$ cat src/rtl/bce_pkg.sv
// Package of shared types and constants for the button click event detector.
`default_nettype none

package bce_pkg;

   localparam int NUM_KEYS = 8;
   localparam int KEY_AW   = (NUM_KEYS > 1) ? $clog2(NUM_KEYS) : 1;

   localparam logic [15:0] TICK_MAX    = 16'hFFFF;
   localparam logic [2:0]  DEBOUNCE_MAX = 3'd7;
   localparam logic [3:0]  REPEAT_MAX  = 4'd15;

   localparam logic [7:0]  MASK_RESET     = 8'd0;
   localparam logic [2:0]  DEBOUNCE_RESET = 3'd3;
   localparam logic [15:0] SHORT_RESET    = 16'd60;
   localparam logic [15:0] LONG_RESET     = 16'd200;

   typedef enum logic [1:0] {
      CSR_ACTIVE_MASK = 2'd0,
      CSR_DEBOUNCE    = 2'd1,
      CSR_SHORT       = 2'd2,
      CSR_LONG        = 2'd3
   } csr_index_type;

   typedef enum logic [2:0] {
      PH_IDLE   = 3'd0,
      PH_DOWN   = 3'd1,
      PH_UP     = 3'd2,
      PH_REPEAT = 3'd3,
      PH_LONG   = 3'd4
   } phase_type;

   typedef enum logic [2:0] {
      EV_NONE   = 3'd0,
      EV_DOWN   = 3'd1,
      EV_UP     = 3'd2,
      EV_SINGLE = 3'd3,
      EV_LSTART = 3'd4,
      EV_LHOLD  = 3'd5
   } event_type;

   typedef struct packed {
      logic        stable_level;
      logic [2:0]  debounce_count;
      phase_type   phase;
      logic [15:0] tick_count;
      logic [3:0]  press_repeats;
      event_type   last_event;
   } key_state_type;

   // With the reset mask every key rests at level one when released.
   localparam key_state_type KEY_STATE_RESET = '{
      stable_level:   ~MASK_RESET[0],
      debounce_count: 3'd0,
      phase:          PH_IDLE,
      tick_count:     16'd0,
      press_repeats:  4'd0,
      last_event:     EV_NONE
   };

   localparam int STATE_W = $bits(key_state_type);

endpackage

`default_nettype wire

$ cat src/rtl/bce_req_if.sv
// Request channel interface: one tick sample of one key.
`default_nettype none

interface bce_req_if;
   logic       valid;
   logic       ready;
   logic [2:0] key_index;
   logic       raw_level;

   modport source (output valid, output key_index, output raw_level, input ready);
   modport sink   (input valid, input key_index, input raw_level, output ready);
endinterface

`default_nettype wire

$ cat src/rtl/bce_rsp_if.sv
// Response channel interface: the event word for one key sample.
`default_nettype none

interface bce_rsp_if;
   logic       valid;
   logic       ready;
   logic [2:0] key_id;
   logic [2:0] event_code;
   logic [3:0] repeat_count;
   logic       fired_down;
   logic       fired_up;
   logic       fired_repeat;
   logic       fired_single;
   logic       fired_long_start;
   logic       fired_long_hold;

   modport source (
      output valid, output key_id, output event_code, output repeat_count,
      output fired_down, output fired_up, output fired_repeat, output fired_single,
      output fired_long_start, output fired_long_hold, input ready
   );
   modport sink (
      input valid, input key_id, input event_code, input repeat_count,
      input fired_down, input fired_up, input fired_repeat, input fired_single,
      input fired_long_start, input fired_long_hold, output ready
   );
endinterface

`default_nettype wire

$ cat src/rtl/bce_ram.sv
// Generic single-write, single-read RAM with a registered read port.
`default_nettype none

module bce_ram #(
   parameter int WIDTH = 8,
   parameter int DEPTH = 8,
   localparam int AW = (DEPTH > 1) ? $clog2(DEPTH) : 1
) (
   input  wire logic             clock,
   input  wire logic             wr_en,
   input  wire logic [AW-1:0]    wr_addr,
   input  wire logic [WIDTH-1:0] wr_data,
   input  wire logic [AW-1:0]    rd_addr,
   output logic      [WIDTH-1:0] rd_data
);

   logic [WIDTH-1:0] mem [DEPTH];

   always_ff @(posedge clock) begin
      if (wr_en) begin
         mem[wr_addr] <= wr_data;
      end
      rd_data <= mem[rd_addr];
   end

endmodule

`default_nettype wire

$ cat src/rtl/button_click_event_detector.sv
// Top level of the per-key button debouncer and click / long-press detector.
//
// Each word on req_ch is one tick sample of one key's raw pin level. For every
// sample accepted, exactly one word leaves on rsp_ch, in order, carrying the key,
// its current event code, its repeat count and one flag per event fired on that
// tick. The per-key state lives in a small RAM: the sample's entry is read as the
// sample is accepted into the update stage, updated there and written back at the
// edge that moves the response word into the output register, which drives
// rsp_ch.valid. A new sample is taken every cycle while the output side does not
// hold the flow back, also for the same key twice running, as the last
// written entry is forwarded to the update.
// The output register parts the two sides: while it holds an untaken word one
// more sample may be accepted and wait in the update stage; only when both are
// full does req_ch.ready drop. The csr_ port writes the four registers at any
// edge with csr_we high outside reset. Reset clears the registers to their
// defaults and marks every key entry as not yet written, which reads as the
// released idle state; no clearing pass is needed.
`default_nettype none

module button_click_event_detector (
   input  wire logic                   clock,
   input  wire logic                   reset,
   bce_req_if.sink                     req_ch,
   bce_rsp_if.source                   rsp_ch,
   input  wire logic                   csr_we,
   input  wire bce_pkg::csr_index_type csr_index,
   input  wire logic [15:0]            csr_wdata
);
   import bce_pkg::*;

   // Configuration registers.
   logic [7:0]  mask_ff;
   logic [2:0]  debounce_ff;
   logic [15:0] short_ff;
   logic [15:0] long_ff;

   always_ff @(posedge clock) begin
      if (reset) begin
         mask_ff     <= MASK_RESET;
         debounce_ff <= DEBOUNCE_RESET;
         short_ff    <= SHORT_RESET;
         long_ff     <= LONG_RESET;
      end else if (csr_we) begin
         case (csr_index)
            CSR_ACTIVE_MASK: mask_ff     <= csr_wdata[7:0];
            CSR_DEBOUNCE:    debounce_ff <= csr_wdata[2:0];
            CSR_SHORT:       short_ff    <= csr_wdata;
            CSR_LONG:        long_ff     <= csr_wdata;
            default:         ;
         endcase
      end
   end

   // Update stage and output register control.
   logic              s1_valid_ff;
   logic [2:0]        s1_key_ff;
   logic              s1_pin_ff;
   logic              s1_adv;
   logic              rsp_valid_ff;
   logic [KEY_AW-1:0] s1_addr;
   logic              s1_in_range;

   logic [NUM_KEYS-1:0] written_ff;
   logic                wr_valid_ff;
   logic [KEY_AW-1:0]   wr_addr_ff;
   key_state_type       wr_data_ff;

   logic [KEY_AW-1:0]   rd_addr;
   logic [STATE_W-1:0]  rd_data;
   logic                ram_we;

   key_state_type cur;
   key_state_type nxt;
   logic          act;
   logic          f_down, f_up, f_rep, f_single, f_lstart, f_lhold;

   assign s1_adv       = !rsp_valid_ff || rsp_ch.ready;
   assign req_ch.ready = !s1_valid_ff || s1_adv;
   assign s1_addr      = KEY_AW'(s1_key_ff);
   assign s1_in_range  = (32'(s1_key_ff) < NUM_KEYS);
   assign ram_we       = s1_valid_ff && s1_adv && s1_in_range;

   // A stalled word keeps re-reading its own entry so the RAM output stays current.
   assign rd_addr = (s1_valid_ff && !s1_adv) ? s1_addr : KEY_AW'(req_ch.key_index);

   bce_ram #(
      .WIDTH (STATE_W),
      .DEPTH (NUM_KEYS)
   ) u_state_ram (
      .clock   (clock),
      .wr_en   (ram_we),
      .wr_addr (s1_addr),
      .wr_data (nxt),
      .rd_addr (rd_addr),
      .rd_data (rd_data)
   );

   always_ff @(posedge clock) begin
      if (reset) begin
         s1_valid_ff  <= 1'b0;
         rsp_valid_ff <= 1'b0;
         written_ff   <= '0;
         wr_valid_ff  <= 1'b0;
      end else begin
         if (req_ch.ready) begin
            s1_valid_ff <= req_ch.valid;
         end
         if (s1_valid_ff && s1_adv) begin
            rsp_valid_ff <= 1'b1;
         end else if (rsp_ch.ready) begin
            rsp_valid_ff <= 1'b0;
         end
         if (ram_we) begin
            written_ff[s1_addr] <= 1'b1;
         end
         wr_valid_ff <= ram_we;
      end
   end

   always_ff @(posedge clock) begin
      if (req_ch.ready) begin
         s1_key_ff <= req_ch.key_index;
         s1_pin_ff <= req_ch.raw_level;
      end
      wr_addr_ff <= s1_addr;
      wr_data_ff <= nxt;
   end

   // Entry as it stands: the write of the previous cycle overtakes the RAM read.
   always_comb begin
      if (wr_valid_ff && (wr_addr_ff == s1_addr)) begin
         cur = wr_data_ff;
      end else if (written_ff[s1_addr]) begin
         cur = key_state_type'(rd_data);
      end else begin
         cur = KEY_STATE_RESET;
      end
   end

   always_comb begin
      nxt      = cur;
      f_down   = 1'b0;
      f_up     = 1'b0;
      f_rep    = 1'b0;
      f_single = 1'b0;
      f_lstart = 1'b0;
      f_lhold  = 1'b0;

      if ((cur.phase != PH_IDLE) && (cur.tick_count != TICK_MAX)) begin
         nxt.tick_count = cur.tick_count + 16'd1;
      end

      if (s1_pin_ff != cur.stable_level) begin
         if (cur.debounce_count < DEBOUNCE_MAX) begin
            nxt.debounce_count = cur.debounce_count + 3'd1;
         end
         if (nxt.debounce_count >= debounce_ff) begin
            nxt.stable_level   = s1_pin_ff;
            nxt.debounce_count = 3'd0;
         end
      end else begin
         nxt.debounce_count = 3'd0;
      end

      act = (nxt.stable_level == mask_ff[s1_key_ff]);

      case (cur.phase)
         PH_IDLE: begin
            if (act) begin
               nxt.last_event    = EV_DOWN;
               f_down            = 1'b1;
               nxt.tick_count    = 16'd0;
               nxt.press_repeats = 4'd1;
               nxt.phase         = PH_DOWN;
            end else begin
               nxt.last_event = EV_NONE;
            end
         end
         PH_DOWN: begin
            if (!act) begin
               nxt.last_event = EV_UP;
               f_up           = 1'b1;
               nxt.tick_count = 16'd0;
               nxt.phase      = PH_UP;
            end else if (nxt.tick_count > long_ff) begin
               nxt.last_event = EV_LSTART;
               f_lstart       = 1'b1;
               nxt.phase      = PH_LONG;
            end
         end
         PH_UP: begin
            if (act) begin
               nxt.last_event = EV_DOWN;
               f_down         = 1'b1;
               if (cur.press_repeats < REPEAT_MAX) begin
                  nxt.press_repeats = cur.press_repeats + 4'd1;
               end
               f_rep          = 1'b1;
               nxt.tick_count = 16'd0;
               nxt.phase      = PH_REPEAT;
            end else if (nxt.tick_count > short_ff) begin
               // Only a lone press ends as a single click.
               if (cur.press_repeats == 4'd1) begin
                  nxt.last_event = EV_SINGLE;
                  f_single       = 1'b1;
               end
               nxt.phase = PH_IDLE;
            end
         end
         PH_REPEAT: begin
            if (!act) begin
               nxt.last_event = EV_UP;
               f_up           = 1'b1;
               nxt.phase      = (nxt.tick_count < short_ff) ? PH_UP : PH_IDLE;
               nxt.tick_count = 16'd0;
            end else if (nxt.tick_count > short_ff) begin
               nxt.phase = PH_IDLE;
            end
         end
         PH_LONG: begin
            if (act) begin
               nxt.last_event = EV_LHOLD;
               f_lhold        = 1'b1;
            end else begin
               nxt.last_event = EV_UP;
               f_up           = 1'b1;
               nxt.phase      = PH_IDLE;
            end
         end
         default: begin
            nxt.phase = PH_IDLE;
         end
      endcase
   end

   // Output register.
   logic [2:0] key_id_ff;
   logic [2:0] event_code_ff;
   logic [3:0] repeat_count_ff;
   logic [5:0] fired_ff;

   always_ff @(posedge clock) begin
      if (s1_valid_ff && s1_adv) begin
         key_id_ff <= s1_key_ff;
         if (s1_in_range) begin
            event_code_ff   <= nxt.last_event;
            repeat_count_ff <= nxt.press_repeats;
            fired_ff        <= {f_lhold, f_lstart, f_single, f_rep, f_up, f_down};
         end else begin
            event_code_ff   <= EV_NONE;
            repeat_count_ff <= 4'd0;
            fired_ff        <= 6'd0;
         end
      end
   end

   assign rsp_ch.valid            = rsp_valid_ff;
   assign rsp_ch.key_id           = key_id_ff;
   assign rsp_ch.event_code       = event_code_ff;
   assign rsp_ch.repeat_count     = repeat_count_ff;
   assign rsp_ch.fired_down       = fired_ff[0];
   assign rsp_ch.fired_up         = fired_ff[1];
   assign rsp_ch.fired_repeat     = fired_ff[2];
   assign rsp_ch.fired_single     = fired_ff[3];
   assign rsp_ch.fired_long_start = fired_ff[4];
   assign rsp_ch.fired_long_hold  = fired_ff[5];

endmodule

`default_nettype wire

$ cat src/flat_wrapper.sv
// flat-port wrapper written by rule: the top's interface ports become plain ports
module button_click_event_detector_flat import bce_pkg::*;
  (clock, reset, csr_we, csr_index, csr_wdata, req_ch_valid, req_ch_key_index, req_ch_raw_level, req_ch_ready, rsp_ch_valid, rsp_ch_key_id, rsp_ch_event_code, rsp_ch_repeat_count, rsp_ch_fired_down, rsp_ch_fired_up, rsp_ch_fired_repeat, rsp_ch_fired_single, rsp_ch_fired_long_start, rsp_ch_fired_long_hold, rsp_ch_ready);
  bce_req_if req_ch_i ();
  bce_rsp_if rsp_ch_i ();
  input  wire logic clock;
  input  wire logic reset;
  input  wire logic csr_we;
  input  wire bce_pkg::csr_index_type csr_index;
  input  wire logic [15:0] csr_wdata;
  input wire logic [$bits(req_ch_i.valid)-1:0] req_ch_valid;
  input wire logic [$bits(req_ch_i.key_index)-1:0] req_ch_key_index;
  input wire logic [$bits(req_ch_i.raw_level)-1:0] req_ch_raw_level;
  output wire logic [$bits(req_ch_i.ready)-1:0] req_ch_ready;
  output wire logic [$bits(rsp_ch_i.valid)-1:0] rsp_ch_valid;
  output wire logic [$bits(rsp_ch_i.key_id)-1:0] rsp_ch_key_id;
  output wire logic [$bits(rsp_ch_i.event_code)-1:0] rsp_ch_event_code;
  output wire logic [$bits(rsp_ch_i.repeat_count)-1:0] rsp_ch_repeat_count;
  output wire logic [$bits(rsp_ch_i.fired_down)-1:0] rsp_ch_fired_down;
  output wire logic [$bits(rsp_ch_i.fired_up)-1:0] rsp_ch_fired_up;
  output wire logic [$bits(rsp_ch_i.fired_repeat)-1:0] rsp_ch_fired_repeat;
  output wire logic [$bits(rsp_ch_i.fired_single)-1:0] rsp_ch_fired_single;
  output wire logic [$bits(rsp_ch_i.fired_long_start)-1:0] rsp_ch_fired_long_start;
  output wire logic [$bits(rsp_ch_i.fired_long_hold)-1:0] rsp_ch_fired_long_hold;
  input wire logic [$bits(rsp_ch_i.ready)-1:0] rsp_ch_ready;
  assign req_ch_i.valid = req_ch_valid;
  assign req_ch_i.key_index = req_ch_key_index;
  assign req_ch_i.raw_level = req_ch_raw_level;
  assign req_ch_ready = req_ch_i.ready;
  assign rsp_ch_valid = rsp_ch_i.valid;
  assign rsp_ch_key_id = rsp_ch_i.key_id;
  assign rsp_ch_event_code = rsp_ch_i.event_code;
  assign rsp_ch_repeat_count = rsp_ch_i.repeat_count;
  assign rsp_ch_fired_down = rsp_ch_i.fired_down;
  assign rsp_ch_fired_up = rsp_ch_i.fired_up;
  assign rsp_ch_fired_repeat = rsp_ch_i.fired_repeat;
  assign rsp_ch_fired_single = rsp_ch_i.fired_single;
  assign rsp_ch_fired_long_start = rsp_ch_i.fired_long_start;
  assign rsp_ch_fired_long_hold = rsp_ch_i.fired_long_hold;
  assign rsp_ch_i.ready = rsp_ch_ready;
  button_click_event_detector u_core (.clock(clock), .reset(reset), .req_ch(req_ch_i), .rsp_ch(rsp_ch_i), .csr_we(csr_we), .csr_index(csr_index), .csr_wdata(csr_wdata));
endmodule
$ cat config.mk
export PLATFORM = sky130hd
export DESIGN_NAME = button_click_event_detector_flat
export DESIGN_NICKNAME = d
export VERILOG_FILES = /design/src/rtl/bce_pkg.sv /design/src/rtl/bce_req_if.sv /design/src/rtl/bce_rsp_if.sv /design/src/rtl/bce_ram.sv /design/src/rtl/button_click_event_detector.sv /design/src/flat_wrapper.sv
export SDC_FILE = /design/constraint.sdc
export NUM_CORES = 1
export LEC_CHECK = 0
export BUFFER_PORTS_ARGS = -buffer_cell sky130_fd_sc_hd__buf_2
export CORE_MARGIN = 8
export CORE_UTILIZATION = 61
export CTS_BUF_LIST = sky130_fd_sc_hd__clkbuf_8
export CTS_CLUSTER_DIAMETER = 200
export DETAILED_ROUTE_END_ITERATION = 10
export MAX_ROUTING_LAYER = met4
export PLACE_DENSITY = 0.79
export SLEW_MARGIN = 20
export SYNTH_ARGS = -nofsm -noshare
export SYNTH_HDL_FRONTEND = slang
export SYNTH_SLANG_ARGS = --single-unit
$ cat constraint.sdc
create_clock -name clock -period 7.4 [get_ports clock]
set_clock_uncertainty 0.05 [all_clocks]
set_input_delay 1.11 -clock clock [delete_from_list [all_inputs] [get_ports clock]]
set_output_delay 1.11 -clock clock [all_outputs]
set_load 0.1 [all_outputs]
==> impl_metrics.ini, run 1 <==
[clocking]
cts_root_buf = clkbuf_8
h-tree-depth = 2
tritoncts = built
cts_setup_buffers = 0
hold_buffers = 0
cts_resized = 0
clk_pin_slew_ns = 0.06
clkSinkCount = 377
cts_buffers = 55
clk_path_buf_depth = 3
clkLatencyLatePin_ns = 0.59

[yosys]
ys_ff_latch = 377
synthFlopType = edfxtp_1
synth_nets = 1155
synth_area_um2 = 15600
synth_cells = 1089
postSynthAreaPerCell_um2 = 14.3
yosys_warnings = 0
synth_edf_count = 260
synth_most_common_cell = edfxtp_1
async_reset_ff_share_pct = 0
synth_cell_types = 68
ys_top_cells_by_area = edfxtp_1 50%, dfxtp_1 15%, mux4_2 8.8%
synth_top_cell_area_share_pct = 50.2
yosys.area.top_type = edfxtp_1
ys_top_cells_by_count = 260 x edfxtp_1, 117 x dfxtp_1, 97 x nand2_1, 63 x nor2_1, 62 x a21oi_1
ys_seq_area_share_pct = 65.2

[power_and_ir_drop]
power.density_nw_per_um2 = 247
peakVddDrop_mv = 0.196
leakage_nw = 6.38
clkPwrFrac_pct = 38.3
pwr-share-seq_pct = 54.5
p_sw_mw = 0.986
internal_power_mw = 3.31
power_mw = 4.30
p_sw_share_pct = 22.9
power_frac_comb_pct = 7.2

[critical_path]
cp-end-kind = flip-flop
worst_ep_arrival_time_ns = 6.45
reg2reg_depth = 17
required_ns = 7.65
path_class = flip-flop to flip-flop
critPathMaxFanout = 15
startpoint_type = flip-flop

[route]
antenna_left = 0
routed.top_layer = met4
wl_met3_mm = 1.89
route.layer.met1.wl_mm = 14.7
wl_met2_mm = 15.3
wl_mm = 33.1
drt_iter0_drc = 734
drcViolationCount = 0
routed_via_density = 6.01
vias = 9244
firstDrtPassIters = 5
wire_per_inst_um = 21.5

[cells_and_area]
design_area_um2 = 17400
diodes = 0
drive_above_1_share_pct = 22.5
nets = 1227
post-route-util_pct = 69.2
areaGrowthSynthToFinish_pct = 11.6

[timing]
final_max_slew_viol_count = 0
period_share_pct = 83.7
setup_violations = 0
rsz0062_at_grt = false
hold_viol_final = 0
setup_ws_ns = 1.21
fmax_mhz = 162
min_period_ns = 6.19
fin_setup_tns_ns = 0
maxSlewHeadroom_pct = 30.0
tightest_slew_ns = 1.05

[placed_design]
place_ws_ns = 1.29
place.gp.congestion = 0.918
port_buffers = 44
post_dp_cell_area_um2 = 16200
place_hpwl_mm = 21.0

[global_routing]
grt_pass1_vias = 9216
grt_pass1_wl_mm = 51.5
gr-total-overflow = 0
grt_usage_pct = 22.2
antenna_found_initial = 0
grt_max_degree = 55

[min_path]
hold_class = flip-flop to flip-flop
whs_path_depth = 2

[status]
status = complete, no violations

[die]
start_util_pct = 62.0
dieArea_um2 = 30900
die_y_um = 176
coreArea_um2 = 25100
io_pins = 45
die_x_um = 176
rows = 58

[run]
maxCapViolations = 0
## worst max-delay path, stage by stage (launching register included)
cell	delay, ns
edfxtp_1	0.75
mux4_1	0.69
mux2_2	0.41
nand3_1	0.12
nand2_1	0.10
ha_1	0.25
nand4_1	0.10
o21ai_1	0.28
a2111oi_1	0.54
xnor2_1	0.22
ha_1	0.35
nand4_1	0.12
a211oi_1	0.23
o22ai_1	0.12
a32o_1	0.29
nor4_1	0.62
a31oi_1	0.17
o21bai_1	0.50
## kinds of logic after synthesis
| group | count (synthesis) | synth area share, % |
|---|---|---|
| AO/OA/AOI/OAI | 152 | 6.50 |
| XOR/XNOR | 15 | 0.844 |
| adder cells (fa/ha/maj) | 39 | 3.13 |
| buffers and inverters | 100 | 2.57 |
| flip-flops | 377 | 65.2 |
| multiplexers | 113 | 12.6 |
| AND/OR/NAND/NOR | 293 | 9.15 |
## area by class of cell
class                           count  area, um2
Inverter                           52        195
Fill cell                        1729       7740
Sequential cell                   377      10100
Tap cell                          330        413
Clock buffer                       67        922
Multi-Input combinational cell    612       5110
Timing Repair Buffer               63        363
Clock inverter                     37        214
## flip-flops by register name (all words and copies together), names as in the netlist, 4 cells and up
name and flops:
u_core.fired_ff 6, u_core.short_ff 16, u_core.mask_ff 8, u_core.u_state_ram.rd_data 30, u_core.u_state_ram.mem 240, u_core.rsp_ch.repeat_count 4
u_core.written_ff 8, u_core.wr_data_ff 30, u_core.long_ff 16
## metrics by stage
step           hold slack [ns]  cells
4_1_cts                  0.407   1538
6_report                 0.406   1538
2_1_floorplan            0.310   1089
3_3_place_gp             0.394   1434
3_5_place_dp             0.399   1434
5_1_grt                  0.420   1538
## metal layers
metal	track usage, %	vias up
met4	9.54	0
met5	-	-
met1	30.1	4578
met3	2.90	60
met2	33.5	323
li1	-	4283
## power by group through the flow
| stage | Combinational, mW | Sequential [mW] | Clock, mW |
|---|---|---|---|
| floorplan | 0.198 | 2.40 | 0 |
| global placement | 0.302 | 2.38 | 0 |
| detailed placement | 0.307 | 2.39 | 0 |
| CTS | 0.308 | 2.34 | 1.67 |
| global route | 0.332 | 2.35 | 1.76 |
| finish | 0.307 | 2.34 | 1.65 |
## placed cells by master (no fill, tap or decap), types with 4 or more instances in the layout
| cell | instances |
|---|---|
| nor3_2 | 4 |
| nor2_1 | 57 |
| buf_2 | 44 |
| dfxtp_1 | 117 |
| clkinv_1 | 4 |
| a22o_1 | 4 |
| buf_4 | 19 |
| nand2_1 | 97 |
| clkinv_2 | 11 |
| clkbuf_8 | 67 |
| nand3_1 | 30 |
| a211o_1 | 5 |
| xnor2_1 | 11 |
| mux2_2 | 36 |
| o21ai_0 | 15 |
| and3_1 | 19 |
| mux2i_1 | 12 |
| and2_1 | 4 |
| mux4_2 | 61 |
| nand3b_1 | 7 |
| a211oi_1 | 4 |
| a21oi_1 | 61 |
| nor4_1 | 4 |
| a21o_1 | 7 |
| nor3_1 | 10 |
| a31oi_1 | 8 |
| nor2_4 | 6 |
| nor2b_1 | 16 |
| edfxtp_1 | 260 |
| o211ai_1 | 5 |
| inv_1 | 70 |
| nand4_1 | 12 |
| nand2b_1 | 8 |
| a22oi_1 | 7 |
| nor3b_1 | 5 |
| xor2_1 | 4 |
| or2_2 | 4 |
| ha_1 | 39 |
## path summary, 6_finish.rpt
kind                     start                     endpoint  slack (ns)
min          u_core.long_ff[5]            u_core.long_ff[5]        0.41
max reg2reg  u_core.s1_addr[0]  u_core.rsp_ch.event_code[1]        1.21
min reg2reg  u_core.long_ff[5]            u_core.long_ff[5]        0.41
max          u_core.s1_addr[0]  u_core.rsp_ch.event_code[1]        1.21
Note: power is estimated with default switching activity, not from simulation.
==> run 2, diff against run 1 <==
- CORE_UTILIZATION: 61 -> 58
- clock period: 7.4 -> 5.6 ns (I/O delays scaled with it)
==> run 2 against run 1 <==
Compared with the run above: via count grew 3.2%; maximum frequency grew 16%; sequential power grew 32%; total power grew 38%; critical endpoint is now u_core.u_state_ram.mem[5][12]; cell area grew 2.1%; combinational power grew 41%; register-to-register slack lost 0.94 ns; utilization shrank 2.6 points.
==> impl_metrics.ini, run 2 (synthesis gave the netlist of run 1 again) <==
[cells_and_area]
largestRegisters = u_core.u_state_ram.mem (240), u_core.u_state_ram.rd_data (30), u_core.wr_data_ff (30)
mostFrequentLayoutCells = 260 x edfxtp_1, 117 x dfxtp_1, 97 x nand2_1
areaGrowthSynthToFinish_pct = 13.9
drive_above_1_share_pct = 24.8
nets = 1247
layout_commonest_cell = edfxtp_1
diodes = 0
top_register = u_core.u_state_ram.mem
largest_reg_flops = 240
final-instance-count-excl-fill = 1569
design_area_um2 = 17700

[timing]
fmax_mhz = 188
period_share_pct = 95.2
rsz0062_at_grt = true
hold_viol_final = 0
tightest_slew_ns = 1.05
final_max_slew_viol_count = 0
maxSlewHeadroom_pct = 29.4
setup_violations = 0
hold_ws_ns = 0.376
min_period_ns = 5.33
setup_ws_ns = 0.267

[route]
drcViolationCount = 0
firstDrtPassIters = 5
wire_per_inst_um = 21.9
wl_mm = 34.4
antenna_left = 0
drt_iter0_drc = 830
vias = 9540
routed_via_density = 6.08

[placed_design]
place_hpwl_mm = 21.6
place.gp.congestion = 0.979
dpl.cell_count = 1465
port_buffers = 44
post_dp_cell_area_um2 = 16500
place_ws_ns = 0.280

[global_routing]
gr-total-overflow = 0
grt-busiest-layer = met2
grt_use_met1_pct = 28.3
grt_pass1_vias = 9618
antenna_found_initial = 0
grt_pass1_wl_mm = 53.5
use_met2_pct = 34.5
grt_usage_pct = 21.6
grt_max_degree = 61
grt_use_met3_pct = 3.10

[clocking]
clkSinkCount = 377
tritoncts = built
cts_buffers = 55
h-tree-depth = 2
clk_path_buf_depth = 3
hold_buffers = 0
clk_pin_slew_ns = 0.06
clkLatencyLatePin_ns = 0.59
cts_root_buf = clkbuf_8

[critical_path]
cpPeakStageDelay_ns = 0.59
worst_ep_arrival_time_ns = 5.58
startpoint_type = flip-flop
worstPathCellList = mux4_1, mux2_2, buf_4, and3_1, a21oi_1, inv_1, ha_1, xor2_1, nand2b_1, ha_1, a21oi_1, o21ai_0, a221o_1, a21o_1, and2_1, mux2_4, nor3_2
required_ns = 5.84
cp-end-kind = flip-flop
critPathMaxFanout = 24
crit_family = multiplexers
cp_slowest_cell = mux4_1
path_class = flip-flop to flip-flop
path_buf_inv = 2

[die]
die_x_um = 180
rows = 60
dieArea_um2 = 32300
coreArea_um2 = 26700
start_util_pct = 58.4
die_y_um = 180
io_pins = 45

[power_and_ir_drop]
power.density_nw_per_um2 = 333
power_mw = 5.91
peakVddDrop_mv = 0.290
leakage_nw = 6.54

[min_path]
hold_class = input pin to flip-flop

[status]
status = complete, no violations

[run]
maxCapViolations = 0
[run 2: final cells by class]
cell class,count,area (um2)
flip-flops and latches,377,10100
multi-input cells,612,5160
clock inverters,37,322
well taps,341,427
inverters,52,195
repair buffers,83,558
fillers,1740,8910
clock buffers,67,922
[run 2: power by group]
part | internal, mW | total [mW] | switching [mW] | leakage, nW
Combinational | 0.159 | 0.432 | 0.273 | 2.43
Sequential | 3.05 | 3.09 | 0.0399 | 3.42
Clock | 1.37 | 2.39 | 1.02 | 0.695
[run 2: repair_timing]
action,CTS,global route
endpoints found under the hold margin,0,0
setup endpoints to repair,0,134
buffers inserted,0,0
gates resized for setup,0,9
[run 2: worst paths after layout]
check	depth (start not counted)	startpoint	slack [ns]	to
setup / recovery	17	u_core.s1_addr[0]	0.27	u_core.u_state_ram.mem[5][12]
hold / removal	1	req_ch_raw_level	0.38	u_core.s1_pin_ff
setup reg to reg	17	u_core.s1_addr[0]	0.27	u_core.u_state_ram.mem[5][12]
hold reg to reg	0	u_core.s1_addr[2]	0.38	u_core.wr_addr_ff[2]
[run 2: routing by layer]
metal,up-vias,share of wire (%)
met5,-,0
met4,0,2.6
met3,77,5.9
met2,412,48
met1,4735,43
li1,4316,-
[run 2: metrics by stage]
stage               utilization (%)  setup TNS, ns
global route                   66.6          -1.35
floorplan                         -              0
CTS                            66.4              0
global placement               61.6              0
detailed placement             61.8              0
finish                         66.6              0
==> run 3, diff against run 2 <==
- SYNTH_HIERARCHICAL: not set -> 1
==> run 3 against run 2 <==
Compared with the run above: sequential power about the same; highest routed layer unchanged; utilization fell by 0.53 points; critical path depth is 2 higher; via count rose by 0.43%; global-route usage shrank 0.26 points.
==> impl_metrics.ini, run 3 <==
[status]
status = complete, no violations

[critical_path]
startpoint_type = flip-flop
path_buf_inv = 2
worstPathCellList = buf_12, xor2_2, nor4_4, nand2_1, nand2_1, ha_2, or4b_4, a22oi_4, a211oi_1, xnor2_1, ha_1, a21o_1, nand3_1, a211oi_1, or4b_2, o211ai_1, buf_4, nor3_1, or2_2
crit_family = simple AND/OR/NAND/NOR gates
path_class = flip-flop to flip-flop
critPathMaxFanout = 20
cp-end-kind = flip-flop
cpPeakStageDelay_ns = 0.68
worst_ep_arrival_time_ns = 5.63
required_ns = 5.86
cp_slowest_cell = or4b_2

[clocking]
tritoncts = built
clk_pin_slew_ns = 0.06
h-tree-depth = 2
cts_root_buf = clkbuf_8
cts_buffers = 54
clk_path_buf_depth = 3
clkLatencyLatePin_ns = 0.60
clkSinkCount = 377

[cells_and_area]
areaGrowthSynthToFinish_pct = 13.4
largest_reg_flops = 240
nets = 1253
drive_above_1_share_pct = 20.8
diodes = 0
layout_commonest_cell = edfxtp_1
design_area_um2 = 18100
fillers = 1889
top_register = u_core/u_state_ram/mem
final-instance-count-excl-fill = 1579
mostFrequentLayoutCells = 260 x edfxtp_1, 117 x dfxtp_1, 101 x nand2_1
seqCellArea_um2 = 10100
largestRegisters = u_core/u_state_ram/mem (240), u_core/u_state_ram/rd_data (30), u_core/wr_data_ff (30)
multi_input_area_um2 = 5540

[power_and_ir_drop]
peakVddDrop_mv = 0.234
power.density_nw_per_um2 = 315
leakage_nw = 6.80

[timing]
setup_violations = 0
rsz0062_at_grt = false
fmax_mhz = 186
final_max_slew_viol_count = 0
hold_viol_final = 0
period_share_pct = 96.0
min_period_ns = 5.38
fin_setup_tns_ns = 0
tightest_slew_ns = 1.11
maxSlewHeadroom_pct = 25.8

[yosys]
ys_seq_area_share_pct = 63.4
postSynthAreaPerCell_um2 = 14.9
synth_area_um2 = 16000
yosys.area.top_type = edfxtp_1
synthFlopType = edfxtp_1
async_reset_ff_share_pct = 0
synth_top_cell_area_share_pct = 48.8
synth_nets = 1143
ys_top_cells_by_count = 260 x edfxtp_1, 117 x dfxtp_1, 101 x nand2_1, 64 x a21oi_1, 60 x mux4_1
ys_ff_latch = 377
synth_cell_types = 73
synth_most_common_cell = edfxtp_1
synth_edf_count = 260
yosys_warnings = 6
synth_cells = 1077
ys_top_cells_by_area = edfxtp_1 49%, dfxtp_1 15%, mux4_1 9.9%

[global_routing]
antenna_found_initial = 0
gr-total-overflow = 0
grt_pass1_wl_mm = 52.9
grt_max_degree = 61
grt_usage_pct = 21.3
grt_pass1_vias = 9446

[route]
antenna_left = 0
wl_mm = 34.9
firstDrtPassIters = 6
wire_per_inst_um = 22.1
drt_iter0_drc = 793
drcViolationCount = 0
routed_via_density = 6.07
vias = 9581

[placed_design]
post_dp_cell_area_um2 = 16900
place.gp.congestion = 0.926
place_hpwl_mm = 22.4
port_buffers = 44
dpl.cell_count = 1474

[die]
start_util_pct = 58.2
dieArea_um2 = 33200
die_y_um = 182
io_pins = 45
coreArea_um2 = 27500
die_x_um = 182
rows = 61

[run]
maxCapViolations = 0

[min_path]
hold_class = input pin to flip-flop
run 3: cell types whose count changed in the layout (fill, tap and decap cells not counted), moves of 5 or more:
| cell | change |
|---|---|
| a21boi_1 | +13 |
| a2bb2oi_1 | +5 |
| buf_4 | +19 |
| clkbuf_8 | -5 |
| clkinv_1 | +6 |
| mux2i_1 | +6 |
| mux4_1 | +59 |
| mux4_2 | -59 |
| nand3_1 | -11 |
| nor2_1 | -29 |
| o22ai_1 | +6 |
run 3: area by class of cell:
class	count	area share, %
inverters	49	1.01
clock inverters	40	1.37
well taps	346	2.39
clock buffers	62	4.70
flip-flops and latches	377	55.9
repair buffers	104	4.04
multi-input cells	601	30.5
run 3: worst paths after layout:
path,end,start,cells past startpoint,slack [ns]
worst max-delay path,u_core/u_state_ram/mem[0][25],u_core/s1_addr[1],19,0.22
worst min-delay path,u_core/s1_pin_ff,req_ch_raw_level,1,0.37
worst max register to register,u_core/u_state_ram/mem[0][25],u_core/s1_addr[1],19,0.22
worst min register to register,u_core/long_ff[9],u_core/long_ff[9],2,0.41
run 3: repair_timing:
| action | 4_1_cts | 5_1_grt |
|---|---|---|
| hold buffers | 0 | 0 |
| buffers inserted | 0 | 1 |
| resized for setup | 0 | 9 |
| endpoints found under the setup margin | 0 | 53 |
run 3: routing by layer:
| layer | global-route usage (%) | vias up | part of all wire, % |
|---|---|---|---|
| met5 | - | - | 0 |
| met4 | 7.90 | 0 | 3.0 |
| met3 | 3.66 | 90 | 5.4 |
| met2 | 35.2 | 320 | 50 |
| met1 | 26.3 | 4761 | 42 |
| li1 | - | 4410 | - |
run 3: where the power goes:
group | leakage (nW) | internal (mW) | switching [mW]
clock network | 0.638 | 1.15 | 1.01
logic | 2.76 | 0.175 | 0.281
registers | 3.40 | 3.05 | 0.0405
run 3: worst register-to-register path, cell delays in order (launching register included):
cell and delay [ns]:
edfxtp_1 0.42, buf_12 0.18, xor2_2 0.20, nor4_4 0.36, nand2_1 0.09, nand2_1 0.12, ha_2 0.22, or4b_4 0.49
a22oi_4 0.35, a211oi_1 0.16, xnor2_1 0.31, ha_1 0.31, a21o_1 0.16, nand3_1 0.08, a211oi_1 0.07, or4b_2 0.68
o211ai_1 0.23, buf_4 0.20, nor3_1 0.05, or2_2 0.38
run 3: through the flow:
stage	util [%]	hold slack (ns)	power [mW]	setup WS, ns
after global placement	61.7	0.395	3.58	0.144
final	66.0	0.373	5.71	0.221
after floorplan	-	0.386	3.44	0.00388
after CTS	65.7	0.356	5.75	0.0231
after detailed placement	61.7	0.399	3.59	0.0696
after global routing	66.0	0.360	5.91	0.00264
run 3: cell families (layout without fill, tap and decap cells):
group / after synthesis / after routing / synth area share, %
AOI/OAI and AO/OA: 173 / 174 / 7.55
buffers and inverters: 100 / 255 / 2.99
DFF: 377 / 377 / 63.4
xor gates and xnor gates: 23 / 23 / 1.40
muxes: 117 / 117 / 13.9
and+or+nand+nor: 248 / 248 / 7.70
adders and majority gates: 39 / 39 / 3.05
